## src/sv/cbwm_pkg.sv

```systemverilog
package cbwm_pkg;

  localparam int DEF_MAX_WIDTH  = 1024;
  localparam int DEF_MAX_HEIGHT = 1024;
  localparam int DEF_MAX_RANGE  = 100;

  localparam int DIM_CFG_W   = 11;
  localparam int RANGE_CFG_W = 7;
  localparam int CFG_DATA_W  = 11;
  localparam int CFG_INDEX_W = 2;
  localparam int PIXEL_W     = 16;
  localparam int INDEX_W     = 10;
  localparam int BITC_W      = $clog2(PIXEL_W);

  localparam logic [DIM_CFG_W-1:0]   RST_IMAGE_WIDTH  = 11'd1024;
  localparam logic [DIM_CFG_W-1:0]   RST_IMAGE_HEIGHT = 11'd1024;
  localparam logic [RANGE_CFG_W-1:0] RST_WINDOW_RANGE = 7'd4;

  localparam logic [CFG_INDEX_W-1:0] CFG_IMAGE_WIDTH  = 2'd0;
  localparam logic [CFG_INDEX_W-1:0] CFG_IMAGE_HEIGHT = 2'd1;
  localparam logic [CFG_INDEX_W-1:0] CFG_WINDOW_RANGE = 2'd2;

  typedef enum logic [1:0] {
    OP_PIXEL    = 2'd0,
    OP_QUERY_XZ = 2'd1,
    OP_QUERY_YZ = 2'd2,
    OP_NOP      = 2'd3
  } opcode_t;

  typedef enum logic [1:0] {
    QS_OK         = 2'd0,
    QS_RANGE_BAD  = 2'd1,
    QS_INDEX_BAD  = 2'd2,
    QS_INCOMPLETE = 2'd3
  } qstat_t;

  typedef enum logic [2:0] {
    S_IDLE,
    S_PIX_WR,
    S_Q_RD,
    S_Q_LAST,
    S_DIV,
    S_OUT
  } fsm_state_t;

  typedef struct packed {
    logic load;
    logic pix_wr;
    logic q_rd;
    logic div_step;
  } cmd_t;

  typedef struct packed {
    logic is_pixel;
    logic is_query;
    logic in_err;
    logic k_last;
    logic div_last;
  } sts_t;

endpackage

```

## src/sv/cbwm_ctrl.sv

```systemverilog
module cbwm_ctrl
  import cbwm_pkg::*;
(
  input  logic clk,
  input  logic rst,
  input  logic in_valid,
  output logic in_stall,
  output logic out_valid,
  input  logic out_stall,
  input  sts_t sts,
  output cmd_t cmd
);

  fsm_state_t state, state_next;

  always_ff @(posedge clk) begin
    if (rst) begin
      state <= S_IDLE;
    end else begin
      state <= state_next;
    end
  end

  always_comb begin
    state_next = state;
    case (state)
      S_IDLE: begin
        if (in_valid) begin
          if (sts.is_pixel) begin
            state_next = S_PIX_WR;
          end else if (sts.is_query) begin
            state_next = sts.in_err ? S_OUT : S_Q_RD;
          end
        end
      end
      S_PIX_WR: state_next = S_IDLE;
      S_Q_RD: begin
        if (sts.k_last) begin
          state_next = S_Q_LAST;
        end
      end
      S_Q_LAST: state_next = S_DIV;
      S_DIV: begin
        if (sts.div_last) begin
          state_next = S_OUT;
        end
      end
      S_OUT: begin
        if (!out_stall) begin
          state_next = S_IDLE;
        end
      end
      default: state_next = S_IDLE;
    endcase
  end

  always_comb begin
    in_stall     = (state != S_IDLE);
    out_valid    = (state == S_OUT);
    cmd.load     = (state == S_IDLE) && in_valid;
    cmd.pix_wr   = (state == S_PIX_WR);
    cmd.q_rd     = (state == S_Q_RD);
    cmd.div_step = (state == S_DIV);
  end

  a_no_accept_while_result: assert property (@(posedge clk) disable iff (rst)
    out_valid |-> in_stall)
    else $error("input taken while a result is pending");

  a_div_end_gives_result: assert property (@(posedge clk) disable iff (rst)
    (state == S_DIV && sts.div_last) |=> out_valid)
    else $error("divide finished without a result");

  a_result_source: assert property (@(posedge clk) disable iff (rst)
    $rose(out_valid) |-> ($past(state) == S_DIV || $past(cmd.load)))
    else $error("result appeared from nowhere");

endmodule

```

## config.mk

```make
export PLATFORM = sky130hd
export DESIGN_NAME = cbwm_ctrl
export DESIGN_NICKNAME = d
export VERILOG_FILES = /design/src/sv/cbwm_pkg.sv /design/src/sv/cbwm_ctrl.sv
export SDC_FILE = /design/constraint.sdc
export NUM_CORES = 1
export LEC_CHECK = 0
export BUFFER_PORTS_ARGS = -buffer_cell sky130_fd_sc_hd__buf_4
export CAP_MARGIN = 40
export CORE_AREA = 2 2 39 41
export DETAILED_ROUTE_END_ITERATION = 16
export DIE_AREA = 0 0 41 43
export PLACE_DENSITY = 0.39
export SLEW_MARGIN = 20
export SYNTH_ARGS = -nofsm -noshare
export SYNTH_HDL_FRONTEND = slang
export SYNTH_SLANG_ARGS = --single-unit
```

## constraint.sdc

```tcl
create_clock -name clk -period 2.2 [get_ports clk]
set_input_delay 0 -clock clk [delete_from_list [all_inputs] [get_ports clk]]
set_output_delay 0 -clock clk [all_outputs]
set_load 0.01 [all_outputs]
```

### Word level (Yosys, flattened, before mapping)

Cells that the tools add are included.

| storage, ports and cells | value |
|---|---|
| register bits after elaboration | 3 |
| bits in latches | 0 |
| memory bits (writable) | 0 |
| memory bits (read-only) | 0 |
| bits of input ports | 9 |
| output and inout bits | 6 |
| word-level logic and storage cells | 23 |
| memories kept | 0 |

| operators by class | value |
|---|---|
| $add $sub $neg | 0 |
| multipliers | 0 |
| divide/modulo/power cells | 0 |
| order comparisons | 0 |
| equality and inequality tests | 10 |
| shift operators | 0 |
| muxes and demuxes | 8 |
| bitwise gates (word level) | 0 |
| reduce and logical (&&, ||, !) cells | 4 |

Operators with widths:

| operator | count |
|---|---|
| $mux W3 | 7 |
| $pmux W3 S5 | 1 |
| $ne A2 B2 Y1 const B | 4 |
| $eq A3 B2 Y1 const B | 2 |
| $eq A3 B3 Y1 const B | 2 |
| $reduce_and A5 Y1 | 1 |
| $eq A3 B1 Y1 const B | 1 |
| $logic_not A3 Y1 | 1 |
| $ne A3 B3 Y1 const B | 1 |
| $reduce_bool A3 Y1 | 1 |
| $logic_and A1 B1 Y1 | 1 |

### Depth between registers and ports, before layout

Gate-level depths: netlist (run 1).

| logic depth | value |
|---|---|
| depth in word-level cells | 5 |
| gate-level depth with buffers | 5 |
| depth with buffers taken out | 4 |

### Worst setup path after synthesis (run 1)

Ideal clock, no wire load.

| timing | value |
|---|---|
| path kind | reg-to-output |
| start point | register state[0] |
| end point | output port cmd[3] in the netlist's numbering |
| data arrival time | 1,105 ps |
| slack | 1,095 ps |
| stages on the path, launching flop included | 4 |
| buffers on the path | 1 |
| cells stage by stage | dfxtp_1 > clkbuf_1 > or3_1 > nor2_1 |

RTL lines:

| item | line | source |
|---|---|---|
| start: declaration | cbwm_ctrl.sv:14 | `fsm_state_t state, state_next;` |
| start signal: assignment | cbwm_ctrl.sv:20 | `state <= state_next;` |
| end: declaration | cbwm_ctrl.sv:11 | `output cmd_t cmd` |

### Final worst setup path (run 1)

| timing | value |
|---|---|
| start point | register state[0] |
| end point | register state[0] |

| on the way | value |
|---|---|
| longest elaborated chain between the ends | 3 |
| elaborated cells between the ends (all ways) | 12 |
| classes of those cells | eq/ne (9); mux (1); reduce/logical (2) |

Ends and longest elaborated chain:

| item | line | source |
|---|---|---|
| $eq A3 B2 Y1 (tied with other cells) | cbwm_ctrl.sv:26 | `case (state)` |
| $ne A2 B2 Y1 (no line) or $ne A3 B3 Y1 (tied branches) | n/a |  |
| $reduce_and A5 Y1 (no line) | n/a |  |

Parallel ways exist; a longest one is shown, timed or not.
A chain may end at the register's enable or synchronous reset.

==> flow_metrics.tcl, run 1 <==
set metrics [dict create \
    status "finished, final reports clean" \
    nets 62 \
    io_buffers 14 \
    final.fill_count 165 \
    r2r_cells 4 \
    ys_seq_area_share_pct 22.0 \
    vdd_ir_drop_max_v 0.000390 \
    ys_ff_latch 3 \
    drt-initial-drc-count 6 \
    drive_gt1_share_pct 38.5 \
    synth.distinct_cells 25 \
    rrSetupSlack_ns 0.89 \
    slew_headroom_pct 75.3 \
    coreArea_mm2 0.00138 \
    tightest_slew_ns 0.370 \
    drc 0 \
    wl_per_cell_um 10.5 \
    power.total_mw 0.296 \
    multiInputGateArea_um2 185 \
    reg_top3 "state (3)" \
    grt_pass1_vias 265 \
    path_class "reg2reg" \
    drv_cap 0 \
    grt_pass1_wl_mm 1.13 \
    largest_register_ffs 3 \
    power_leakage_nw 0.191 \
    design_area_um2 414 \
    ys_warn_count 0 \
    clk_path_buf_depth 2 \
    syn-instance-count 36 \
    h-tree-depth 1 \
    start_util_pct 19.7 \
    hpwl_um 540 \
    slew_violations 0 \
    syn2layout_area_growth_pct 51.8 \
    largest-register "state" \
    end_kind "flip-flop" \
    dieWidth_um 41 \
    startpoint_type "flip-flop" \
    grt_usage_pct 9.84 \
    num_vias 322 \
    diodes 0 \
    clk_latency_ns 0.24 \
    setup_viol 0 \
    hold_viol 0 \
    tns_ns 0 \
    wirelength_um 716 \
    syn_area_per_cell_um2 7.58 \
    ff_latch_area_um2 60.1 \
    hold-path-cell-count 3 \
    gp_congestion 0.682 \
    hold_path.class "in2reg" \
    root_buffer "clkbuf_4" \
    die_y_um 43 \
    min_period_over_period_pct 59.6 \
    synth_area_um2 273 \
    crit_required_ns 2.36 \
    row_count 14 \
    die_area_mm2 0.00176 \
    fin_skew_ns 0.00653 \
    antenna_found_initial 0 \
    cp_max_fo 13 \
    dr.pass1.iters 4 \
    overflow 0 \
    cts_resized 0 \
    cts.clk_slew.worst_paths_ns 0.04 \
    rsz0062_at_grt "false" \
    antenna_left 0 \
    grt_start_max_net_pins 14 \
    cts_tree "built" \
    power_density_mw_per_mm2 714 \
    fin_cells 68 \
    cts_sinks 3 \
    min_period_ns 1.31 \
    cts_buffers 3 \
    drt-vias-per-instance 4.74 \
    io_pins 15 \
    dpl.cell_count 63 \
    dpl_cell_area_um2 378 \
    timing.fmax_mhz 762 \
    syn-num-nets 45 \
    crit_arrival_ns 1.47 \
]
power breakdown:
part | switching [mW] | internal [mW]
Sequential | 0.0221 | 0.0626
Clock | 0.0311 | 0.0681
Combinational | 0.0467 | 0.0649
metal layers:
layer | routed length, µm | track usage, % | vias up
met3 | 66 | 4.71 | 2
met2 | 337 | 13.8 | 15
met5 | 0 | 0 | -
met4 | 16 | 6.00 | 0
met1 | 296 | 11.6 | 147
li1 | - | - | 158
cell families (layout without fill, tap and decap cells):
group | Yosys count | count (layout) | share of synthesized area (%)
AO/OA/AOI/OAI | 9 | 9 | 23.4
buffers and inverters | 5 | 21 | 10.1
flip-flops | 3 | 3 | 22.0
multiplexers | 1 | 1 | 3.67
AND/OR/NAND/NOR | 18 | 18 | 40.8
cells in the final DEF, fill, tap and decap left out, types with 2 or more instances in the layout:
master	count
buf_4	14
nor2_1	5
clkbuf_4	3
dfxtp_1	3
nor3b_1	2
and2_1	2
inv_1	2
nor3_1	2
o21ai_0	2
cell usage after synthesis, drive strengths merged:
| library cell | number | area (µm²) |
|---|---|---|
| nor2 | 5 | 18.8 |
| o21ai | 4 | 23.8 |
| dfxtp | 3 | 60.1 |
| nor3 | 3 | 20.0 |
| and2 | 2 | 12.5 |
| buf | 2 | 16.3 |
| inv | 2 | 7.51 |
| nor3b | 2 | 15.0 |
| a211o | 1 | 8.76 |
| a211oi | 1 | 7.51 |
| a21oi | 1 | 5.00 |
| and2b | 1 | 10.0 |
| clkbuf | 1 | 3.75 |
| mux2i | 1 | 10.0 |
| nand2b | 1 | 6.26 |
| nand3b | 1 | 7.51 |
| nor2b | 1 | 6.26 |
| o311a | 1 | 10.0 |
| o41ai | 1 | 8.76 |
| or3 | 1 | 6.26 |
| or3b | 1 | 8.76 |
final timing paths:
path | from | endpoint
hold / removal | sts[2] | state[0]
setup / recovery | state[0] | state[0]
hold reg to reg | state[1] | state[1]
setup reg to reg | state[0] | state[0]
metrics by stage:
step | worst slack (ns) | utilization [%] | hold WS (ns)
floorplan | 1.09 | - | 0.0772
global placement | 0.950 | 27.3 | 0.212
detailed placement | 0.909 | 27.3 | 0.210
CTS | 0.895 | 29.9 | 0.0962
global route | 0.758 | 29.9 | 0.148
finish | 0.889 | 29.9 | 0.0947
area by class of cell:
class / instances / area share [%]
inverters: 2 / 1.81
flip-flops and latches: 3 / 14.5
well taps: 16 / 4.83
clock buffers: 4 / 6.34
repair buffers: 15 / 27.8
multi-input cells: 28 / 44.7
worst max-delay path: stages, from the launching register on:
cell and delay (ns):
dfxtp_1 0.53, and2_1 0.20, o21ai_2 0.08, or3b_1 0.34
o21ai_0 0.08
timing repair:
| action | in CTS | in global routing |
|---|---|---|
| hold buffers | 1 | 0 |
| endpoints found under the hold margin | 1 | 0 |
| setup buffers | 0 | 0 |
(Power assumes the default switching activity.)
==> run 2: changes to the inputs <==
- PLACE_DENSITY: 0.39 -> 0.41
- clock period: 2.2 -> 1.1 ns (I/O delays scaled with it)
==> flow_metrics.tcl, run 2 (synthesis gave the netlist of run 1 again) <==
set metrics [dict create \
    die_y_um 43 \
    antenna_found_initial 0 \
    startpoint_type "flip-flop" \
    grt_util_met3_pct 3.14 \
    power_density_mw_per_mm2 1280 \
    final_cell_mix "buf_4, buf_6, nor2_1, clkbuf_4" \
    fin_util_pct 45.3 \
    cts.clk_slew.worst_paths_ns 0.04 \
    final_common_cell "buf_4" \
    status "complete, but fails checks" \
    final.fill_count 143 \
    largest-register "state" \
    path_class "reg2out" \
    rrSetupSlack_ns -0.11 \
    crit_arrival_ns 1.25 \
    whs_ns 0.0618 \
    drv_cap 0 \
    largest_register_ffs 3 \
    drt-vias-per-instance 4.49 \
    timing.fmax_mhz 798 \
    grt_pass1_vias 359 \
    rsz0062_at_grt "true" \
    nets 74 \
    power_leakage_nw 0.287 \
    grt_usage_pct 12.6 \
    reg_top3 "state (3)" \
    clk_path_buf_depth 2 \
    r2r-end "state[0]" \
    antenna_left 0 \
    root_buffer "clkbuf_4" \
    dpl.cell_count 70 \
    hold-path-cell-count 3 \
    post-place-ws_ns -0.0401 \
    r2r_start "state[2]" \
    grt_pass1_wl_mm 1.44 \
    gp_congestion 0.794 \
    violations "negative setup slack" \
    num_vias 359 \
    drive_gt1_share_pct 71.9 \
    wl_per_cell_um 10.6 \
    hold_viol 0 \
    drt-initial-drc-count 2 \
    fin_ws_ns -0.153 \
    drc 0 \
    h-tree-depth 1 \
    fin_cells 80 \
    cts_tree "built" \
    diodes 0 \
    fin_skew_ns 0.00106 \
    slew_headroom_pct 83.2 \
    setup_viol 8 \
    vdd_ir_drop_max_v 0.000393 \
    cp_max_fo 2 \
    dieWidth_um 41 \
    grt_start_max_net_pins 10 \
    cts_buffers 3 \
    die_area_mm2 0.00176 \
    met2_usage_pct 21.3 \
    grtUsageMet1_pct 12.5 \
    io_pins 15 \
    start_util_pct 19.7 \
    grt_most_used_layer "met2" \
    min_period_over_period_pct 114 \
    syn2layout_area_growth_pct 130 \
    min_to "state[0]" \
    overflow 0 \
    coreArea_mm2 0.00138 \
    end_kind "output port" \
    min_from "sts[4]" \
    tightest_slew_ns 0.250 \
    dr.pass1.iters 4 \
    row_count 14 \
    r2r_cells 5 \
    cts_sinks 3 \
    hold_path.class "in2reg" \
    clk_latency_ns 0.23 \
    crit_required_ns 1.10 \
    slew_violations 0 \
    io_buffers 14 \
    min_period_ns 1.25 \
    wirelength_um 845 \
    tns_ns -0.815 \
]
==> run 2: per-layer routing <==
layer / wire length (µm) / part of all wire [%] / vias to the layer above
met5: 0 / 0 / -
met2: 460 / 54 / 14
met4: 19 / 2.2 / 0
li1: - / - / 186
met1: 325 / 38 / 156
met3: 40 / 4.7 / 3
==> run 2: worst max-delay path by stage <==
stage,start,endpoint,slack (ns),cells past startpoint
after floorplan,state[2],state[0],0.02,5
after global placement,state[0],state[0],-0.04,4
after detailed placement,state[0],state[0],-0.04,4
after CTS,state[2],cmd[3],-0.18,4
after global routing,state[2],cmd[3],-0.19,4
final,state[2],cmd[3],-0.15,4
==> run 2: metrics by stage <==
| step | power [mW] | cell area [µm²] |
|---|---|---|
| 2_1_floorplan | 0.307 | 275 |
| 5_1_grt | 0.858 | 627 |
| 3_3_place_gp | 0.461 | 445 |
| 3_5_place_dp | 0.458 | 445 |
| 6_report | 0.799 | 627 |
| 4_1_cts | 0.738 | 567 |
==> run 2: cell type report <==
type                    instances  area, µm²  area share (%)
multi-input cells              28        251            40.1
flip-flops and latches          3       66.3            10.6
inverters                       2       7.51            1.20
well taps                      16       20.0            3.19
repair buffers                 27        255            40.7
clock buffers                   4       26.3            4.19
==> run 2: critical path, stage by stage (launching register included) <==
cell and delay (ns):
dfxtp_2 0.32, buf_12 0.12, or3_4 0.39, nor2_4 0.09
buf_6 0.10
==> run 2: where the power goes <==
part / total, mW / switching [mW] / internal, mW
clock network: 0.192 / 0.0559 / 0.136
registers: 0.144 / 0.0143 / 0.130
logic: 0.464 / 0.185 / 0.278
==> run 2: repair_timing <==
item	4_1_cts	5_1_grt
endpoints found under the setup margin	7	9
gates cloned	0	0
gates resized for setup	18	12
hold endpoints to repair	1	0
buffers inserted	3	2
hold buffers	1	0
pin swaps	5	4
